### config.mk
export PLATFORM = sky130hd
export DESIGN_NAME = systick_down_counter_timer_unit
export DESIGN_NICKNAME = d
export VERILOG_FILES = /design/src/rtl/core/sdt_pkg.sv /design/src/rtl/core/sdt_div.sv /design/src/rtl/core/systick_down_counter_timer_unit.sv
export SDC_FILE = /design/constraint.sdc
export NUM_CORES = 1
export LEC_CHECK = 0
export BUFFER_PORTS_ARGS = -buffer_cell sky130_fd_sc_hd__buf_2
export CORE_MARGIN = 2
export CORE_UTILIZATION = 47
export CTS_CLUSTER_SIZE = 20
export DETAILED_ROUTE_END_ITERATION = 16
export PLACE_DENSITY = 0.74
export SLEW_MARGIN = 25
export SYNTH_ARGS = -nofsm -noshare
export SYNTH_HDL_FRONTEND = slang
export SYNTH_HIERARCHICAL = 1
export SYNTH_SLANG_ARGS = --single-unit
### constraint.sdc
create_clock -name clk -period 5.2 [get_ports clk]
set_input_delay 1.04 -clock clk [delete_from_list [all_inputs] [get_ports clk]]
set_output_delay 1.04 -clock clk [all_outputs]
set_load 0.02 [all_outputs]
### src/rtl/core/sdt_pkg.sv
`default_nettype none
package sdt_pkg;

  localparam int CNT_W   = 24;
  localparam int TICK_W  = 16;
  localparam int DATA_W  = 32;
  localparam int WRAPS_W = 16;
  localparam int CTRL_W  = 17;
  localparam int OFF_W   = 8;
  localparam int REQ_W   = 2;

  localparam int DIV_W   = (TICK_W + 1 > CNT_W + 1) ? TICK_W + 1 : CNT_W + 1;
  localparam int CMP_W   = (TICK_W > CNT_W) ? TICK_W : CNT_W;
  localparam int STEP_W  = $clog2(TICK_W + 1);
  localparam int WRAP_CNT_W = TICK_W + 1;

  // request tdata layout, lowest bit first
  localparam int IN_OFF_LSB  = 0;
  localparam int IN_WD_LSB   = IN_OFF_LSB + OFF_W;
  localparam int IN_TICK_LSB = IN_WD_LSB + DATA_W;
  localparam int IN_RAW_W    = IN_TICK_LSB + TICK_W;
  localparam int IN_W        = ((IN_RAW_W + 7) / 8) * 8;

  // result tdata layout, lowest bit first
  localparam int OUT_RD_LSB    = 0;
  localparam int OUT_RAISE_BIT = OUT_RD_LSB + DATA_W;
  localparam int OUT_WRAPS_LSB = OUT_RAISE_BIT + 1;
  localparam int OUT_TOTAL_LSB = OUT_WRAPS_LSB + WRAPS_W;
  localparam int OUT_RAW_W     = OUT_TOTAL_LSB + DATA_W;
  localparam int OUT_W         = ((OUT_RAW_W + 7) / 8) * 8;

  localparam int PADDR_W = 3;

  localparam logic [REQ_W-1:0] REQ_READ  = 2'd0;
  localparam logic [REQ_W-1:0] REQ_WRITE = 2'd1;
  localparam logic [REQ_W-1:0] REQ_TICK  = 2'd2;

  localparam logic [OFF_W-1:0] OFF_CTRL  = 8'h00;
  localparam logic [OFF_W-1:0] OFF_LOAD  = 8'h04;
  localparam logic [OFF_W-1:0] OFF_VALUE = 8'h08;
  localparam logic [OFF_W-1:0] OFF_CALIB = 8'h0C;

  localparam logic [CTRL_W-1:0] CTRL_WMASK = 17'h10007;
  localparam int CTRL_ENABLE  = 0;
  localparam int CTRL_TICKINT = 1;
  localparam int CTRL_WRAP    = 16;

  typedef enum logic [1:0] {
    ST_IDLE,
    ST_DIV,
    ST_OUT
  } state_t;

endpackage
`default_nettype wire

### src/rtl/core/sdt_div.sv
`default_nettype none
module sdt_div (
  input  wire                          clk,
  input  wire                          rst,
  input  wire                          start,
  input  wire  [sdt_pkg::TICK_W-1:0]   dividend,
  input  wire  [sdt_pkg::CNT_W:0]      divisor,
  output logic                         done,
  output logic [sdt_pkg::TICK_W-1:0]   quotient,
  output logic [sdt_pkg::TICK_W-1:0]   remainder
);
  import sdt_pkg::*;

  logic                busy;
  logic [STEP_W-1:0]   step;
  logic [TICK_W-1:0]   rem;
  logic [TICK_W-1:0]   quo;
  logic [TICK_W:0]     shifted;
  logic [DIV_W-1:0]    sh_ext;
  logic [DIV_W-1:0]    dv_ext;
  logic [DIV_W-1:0]    diff;
  logic                ge;

  always_comb begin
    shifted = {rem, quo[TICK_W-1]};
    sh_ext  = DIV_W'(shifted);
    dv_ext  = DIV_W'(divisor);
    ge      = sh_ext >= dv_ext;
    diff    = sh_ext - dv_ext;
  end

  always_ff @(posedge clk) begin
    if (rst) begin
      busy <= 1'b0;
      done <= 1'b0;
      step <= '0;
    end else begin
      done <= 1'b0;
      if (start) begin
        busy <= 1'b1;
        step <= '0;
      end else if (busy) begin
        step <= step + STEP_W'(1);
        if (step == STEP_W'(TICK_W - 1)) begin
          busy <= 1'b0;
          done <= 1'b1;
        end
      end
    end
  end

  always_ff @(posedge clk) begin
    if (start) begin
      rem <= '0;
      quo <= dividend;
    end else if (busy) begin
      rem <= ge ? diff[TICK_W-1:0] : shifted[TICK_W-1:0];
      quo <= (quo << 1) | TICK_W'(ge);
    end
  end

  assign quotient  = quo;
  assign remainder = rem;

endmodule
`default_nettype wire

### src/rtl/core/systick_down_counter_timer_unit.sv
// Reads, writes and tick batches that do not wrap go from accept to ST_OUT, which loads the result
// into the output register once that register is free. Tick batches that wrap pass ST_DIV first,
// where a 16-step restoring divider works out the number of reloads and the remainder, one
// quotient bit per cycle; the next request is taken once the result is in the output register.
// Synchronous active-high reset clears control, reload, count, fire counter and calibration.
`default_nettype none
module systick_down_counter_timer_unit (
  input  wire                           clk,
  input  wire                           rst,
  input  wire                           s_tvalid,
  output logic                          s_tready,
  // reg_offset, write_data, tick_count
  input  wire  [sdt_pkg::IN_W-1:0]      s_tdata,
  // req_type
  input  wire  [sdt_pkg::REQ_W-1:0]     s_tuser,
  output logic                          m_tvalid,
  input  wire                           m_tready,
  // read_data, raise_exception, wraps_fired, total_fires, zero pad
  output logic [sdt_pkg::OUT_W-1:0]     m_tdata,
  input  wire                           psel,
  input  wire                           penable,
  input  wire                           pwrite,
  input  wire  [sdt_pkg::PADDR_W-1:0]   paddr,
  input  wire  [sdt_pkg::DATA_W-1:0]    pwdata,
  output logic [sdt_pkg::DATA_W-1:0]    prdata,
  output logic                          pready
);
  import sdt_pkg::*;

  state_t                state;
  state_t                state_next;

  logic [CTRL_W-1:0]     ctrl;
  logic [CNT_W-1:0]      reload;
  logic [CNT_W-1:0]      count;
  logic [DATA_W-1:0]     fire_cnt;
  logic [DATA_W-1:0]     calib;
  logic [DATA_W-1:0]     res_rd;
  logic [WRAP_CNT_W-1:0] res_fires;

  logic                  accept;
  logic [REQ_W-1:0]      req;
  logic [OFF_W-1:0]      off;
  logic [DATA_W-1:0]     wdata;
  logic [TICK_W-1:0]     n;
  logic [CMP_W-1:0]      count_ext;
  logic [CMP_W-1:0]      n_ext;
  logic                  no_wrap;
  logic                  tick_go;
  logic                  div_start;
  logic [CMP_W-1:0]      r_m1;
  logic [CMP_W-1:0]      count_sub;
  logic [CNT_W:0]        period;
  logic [DATA_W-1:0]     rd_mux;
  logic                  out_free;
  logic                  div_done;
  logic [TICK_W-1:0]     div_quo;
  logic [TICK_W-1:0]     div_rem;
  logic [WRAP_CNT_W-1:0] wraps;

  assign pready = 1'b1;
  assign prdata = (paddr[2] == 1'b0) ? calib : '0;

  assign s_tready = (state == ST_IDLE);
  assign accept   = s_tvalid && s_tready;
  assign req      = s_tuser;
  assign off      = s_tdata[IN_OFF_LSB +: OFF_W];
  assign wdata    = s_tdata[IN_WD_LSB +: DATA_W];
  assign n        = s_tdata[IN_TICK_LSB +: TICK_W];

  always_comb begin
    count_ext = CMP_W'(count);
    n_ext     = CMP_W'(n);
    no_wrap   = count_ext >= n_ext;
    count_sub = count_ext - n_ext;
    r_m1      = n_ext - count_ext - CMP_W'(1);
    tick_go   = (req == REQ_TICK) && ctrl[CTRL_ENABLE] && (n != '0);
    div_start = accept && tick_go && !no_wrap;
    period    = {1'b0, reload} + (CNT_W + 1)'(1);
    wraps     = WRAP_CNT_W'(div_quo) + WRAP_CNT_W'(1);
    out_free  = !m_tvalid || m_tready;
  end

  always_comb begin
    unique case (off)
      OFF_CTRL:  rd_mux = DATA_W'(ctrl);
      OFF_LOAD:  rd_mux = DATA_W'(reload);
      OFF_VALUE: rd_mux = DATA_W'(count);
      OFF_CALIB: rd_mux = calib;
      default:   rd_mux = '0;
    endcase
  end

  sdt_div u_div (
    .clk       (clk),
    .rst       (rst),
    .start     (div_start),
    .dividend  (r_m1[TICK_W-1:0]),
    .divisor   (period),
    .done      (div_done),
    .quotient  (div_quo),
    .remainder (div_rem)
  );

  always_ff @(posedge clk) begin
    if (rst) begin
      state <= ST_IDLE;
    end else begin
      state <= state_next;
    end
  end

  always_comb begin
    state_next = state;
    unique case (state)
      ST_IDLE: begin
        if (accept) begin
          state_next = div_start ? ST_DIV : ST_OUT;
        end
      end
      ST_DIV: begin
        if (div_done) begin
          state_next = ST_OUT;
        end
      end
      ST_OUT: begin
        if (out_free) begin
          state_next = ST_IDLE;
        end
      end
      default: state_next = ST_IDLE;
    endcase
  end

  always_ff @(posedge clk) begin
    if (rst) begin
      ctrl     <= '0;
      reload   <= '0;
      count    <= '0;
      fire_cnt <= '0;
      calib    <= '0;
    end else begin
      if (psel && penable && pwrite && pready && (paddr[2] == 1'b0)) begin
        calib <= pwdata;
      end
      if (accept) begin
        unique case (req)
          REQ_READ: begin
            if (off == OFF_VALUE) begin
              ctrl[CTRL_WRAP] <= 1'b0;
            end
          end
          REQ_WRITE: begin
            if (off == OFF_CTRL) begin
              ctrl <= wdata[CTRL_W-1:0] & CTRL_WMASK;
            end else if (off == OFF_LOAD) begin
              reload <= wdata[CNT_W-1:0];
            end else if (off == OFF_VALUE) begin
              count <= '0;
            end
          end
          REQ_TICK: begin
            if (tick_go && no_wrap) begin
              count <= count_sub[CNT_W-1:0];
            end
          end
          default: ;
        endcase
      end
      if (state == ST_DIV && div_done) begin
        count           <= reload - CNT_W'(div_rem);
        ctrl[CTRL_WRAP] <= 1'b1;
        if (ctrl[CTRL_TICKINT]) begin
          fire_cnt <= fire_cnt + DATA_W'(wraps);
        end
      end
    end
  end

  always_ff @(posedge clk) begin
    if (accept) begin
      res_rd    <= (req == REQ_READ) ? rd_mux : '0;
      res_fires <= '0;
    end
    if (state == ST_DIV && div_done) begin
      res_fires <= ctrl[CTRL_TICKINT] ? wraps : '0;
    end
  end

  always_ff @(posedge clk) begin
    if (rst) begin
      m_tvalid <= 1'b0;
    end else if (state == ST_OUT && out_free) begin
      m_tvalid <= 1'b1;
    end else if (m_tready) begin
      m_tvalid <= 1'b0;
    end
  end

  always_ff @(posedge clk) begin
    if (state == ST_OUT && out_free) begin
      m_tdata <= OUT_W'({fire_cnt, WRAPS_W'(res_fires), (res_fires != '0), res_rd});
    end
  end

endmodule
`default_nettype wire

==> qor.yml <==
clocking:
  ctsResizeCount: 0
  clock_sinks: 288
  post_cts_buffers: 0
  cts_tree: "done"
  ctsLongestPathBuffers: 3
  clk_latency_ps: 560
  htree_levels: 1
  clk_pin_slew_ps: 60
  cts_root_buffer: "clkbuf_16"
  holdBufCountCts: 0
  numCtsBuffers: 30
synthesis:
  synthTopCellsByArea: "edfxtp_1 (27%), dfxtp_1 (17%), ha_1 (6.4%)"
  synth_area_leader_cell: "edfxtp_1"
  synthesis.area_mm2: 0.0164
  synth_edf_count: 146
  syn_area_per_cell_um2: 9.35
  synthDistinctLibCells: 93
  synthTopCellsByCount: "nand2_1 (220), a21oi_1 (153), edfxtp_1 (146), dfxtp_1 (142), nor2_1 (124)"
  synth-seq-cells: 288
  yosysWarningCount: 6
  synth_top_area_share: 0.268
  synth_cells: 1751
  async_reset_ff_frac: 0
  ys_seq_area_frac: 0.442
  yosys_most_used_dff: "edfxtp_1"
  synth.most_common_cell: "nand2_1"
die:
  boundaryPins: 223
  chipWidth_um: 191
  rows: 68
  start_util: 0.475
  core-area_mm2: 0.0345
  die_h_um: 191
  dieArea_mm2: 0.0363
timing:
  skew_ps: 11.5
  rsz0062_at_grt: "no"
  max_freq_ghz: 0.224
  timing.slew.headroom: 0.374
  hold_violations: 0
  finalSetupViolCount: 0
  post-route-period-util: 0.857
  worst_pin_slew_ps: 931
  period_minus_slack_ps: 4460
  tns_ps: 0
  drv_slew: 0
critical_path:
  r2r_cells: 14
  cp_max_fo: 14
  rr_endpoint: "u_div/remainder[0]$_SDFFE_PP0P_"
  path_class: "reg2reg"
  max_stage_delay_ps: 690
  crit_top_cell: "and3_1"
  crit_path_start_kind: "flip-flop"
  cp.buffers_inverters: 1
  cp.depth: 14
  r2r-start: "reload[4]$_SDFFE_PP0P_"
  cp_cell_sequence: "and3_1, and3_1, nand3_1, nor3_1, xor2_1, inv_1, ha_1, and2_4, nand3_2, nor4_1, a211oi_1, a221o_1, mux2_4, a211oi_2"
  cp.arrival_ps: 4940
  slowest_stage: "a221o_1"
  end_kind: "flip-flop"
  cp_top_family: "simple AND/OR/NAND/NOR gates"
  crit_required_ps: 5680
  r2r_setup_slack_ps: 740
global_routing:
  overflow: 0
  grt_max_degree: 70
  grt_pass1_wl_um: 66600
  grt_usage: 0.231
  grt_pass1_vias: 12500
  antenna_found_initial: 3
finish:
  nNetsFinal: 2104
  register_area_mm2: 0.00723
  layout-drive-gt1-share: 0.174
  num-fill-cells: 3118
  fin_cells: 2397
  multi_input_area_mm2: 0.00840
  layout-area-overhead-vs-synth_pct: 14.6
status:
  status: "finished clean"
pwr:
  powerDensity_mw_per_mm2: 263
  irDropWorstVdd_v: 0.000233
  p_leak_nw: 7.51
drt:
  drc: 0
  wire_per_inst_um: 18.0
  drt_iter0_drc: 919
  vias: 13400
  drtAntennaViolNets: 0
  drt_first_pass_iters: 5
  drt_wl_total_um: 43100
  vias_per_cell: 5.59
min_path:
  whs_endpoint: "m_tdata[14]$_DFFE_PP_"
  hp-class: "reg2reg"
  min-delay-start: "res_rd[14]$_SDFFCE_PN0P_"
  whs_path_depth: 0
placed_design:
  gp_congestion: 0.957
  portBuffers: 204
  placedCellCount: 2338
  dpl.hpwl_um: 32200
run:
  max_cap_viol_count: 0
worst max path at each step:
| stage | from | end |
|---|---|---|
| global route | reload[4]$_SDFFE_PP0P_ | u_div/remainder[12]$_SDFFE_PP0P_ |
| floorplan | s_tdata[42] | u_div/quotient[0]$_DFFE_PP_ |
| detailed placement | reload[5]$_SDFFE_PP0P_ | u_div/remainder[0]$_SDFFE_PP0P_ |
| CTS | reload[5]$_SDFFE_PP0P_ | u_div/remainder[0]$_SDFFE_PP0P_ |
| finish | reload[4]$_SDFFE_PP0P_ | u_div/remainder[0]$_SDFFE_PP0P_ |
| global placement | reload[4]$_SDFFE_PP0P_ | u_div/remainder[0]$_SDFFE_PP0P_ |
placed cells by master, fill, tap and decap left out, types with 23 or more instances in the layout:
master / n
nand2_1: 220
xor2_1: 33
nor3_1: 30
a22oi_1: 25
a211oi_1: 36
and3_1: 25
o21ai_0: 62
inv_1: 94
and2_1: 33
a21oi_1: 153
ha_1: 84
edfxtp_1: 146
nor2_1: 124
xnor2_1: 83
nand3_1: 39
dfxtp_1: 142
nor2b_1: 47
clkbuf_16: 31
a21o_1: 25
buf_2: 203
mux2_2: 23
power breakdown:
group / leakage, nW / internal (mW) / switching, mW
logic: 4.47 / 0.103 / 0.206
clock network: 0.484 / 1.23 / 0.946
registers: 2.55 / 2.43 / 0.0181
total: 7.51 / 3.77 / 1.17
flip-flops by register name (all words and copies together), names as in the netlist:
| signal | flops |
|---|---|
| calib | 32 |
| count | 24 |
| ctrl | 4 |
| fire_cnt | 32 |
| m_tdata | 81 |
| m_tvalid | 1 |
| reload | 24 |
| res_fires | 17 |
| res_rd | 32 |
| state | 2 |
| u_div/busy | 1 |
| u_div/done | 1 |
| u_div/quotient | 16 |
| u_div/remainder | 16 |
| u_div/step | 5 |
layer usage:
layer	routed length [um]	up-vias	global-route usage
li1	-	6553	-
met1	18600	6327	0.313
met2	20300	435	0.381
met3	2680	79	0.0276
met4	1490	2	0.0838
met5	7	-	0
kinds of logic after synthesis:
group | share of synthesized area
simple gates | 0.183
compound gates | 0.163
flops | 0.442
buf+inv | 0.0480
xor+xnor | 0.0621
fa+ha+maj | 0.0691
mux | 0.0326
other cells | 0.000459
through the flow:
step / hold WS, ps / instance area [um2] / worst slack [ps] / utilization / total power, mW
after global routing: 423 / 18700 / 491 / 0.544 / 5.10
after detailed placement: 405 / 17700 / 857 / 0.514 / 2.81
after global placement: 402 / 17700 / 897 / 0.514 / 2.80
after CTS: 416 / 18700 / 808 / 0.543 / 4.97
after floorplan: 400 / 16400 / 1130 / - / 2.69
final: 417 / 18800 / 743 / 0.544 / 4.94
area by class of cell:
cell class / count / share of cell area
multi-input combinational: 1281 / 0.448
clock buffer: 35 / 0.0432
tap: 455 / 0.0304
sequential: 288 / 0.385
clock inverter: 21 / 0.0111
inverter: 94 / 0.0188
antenna: 2 / 0.000267
timing repair buffer: 221 / 0.0631
Power figures use the tool's default switching activity.
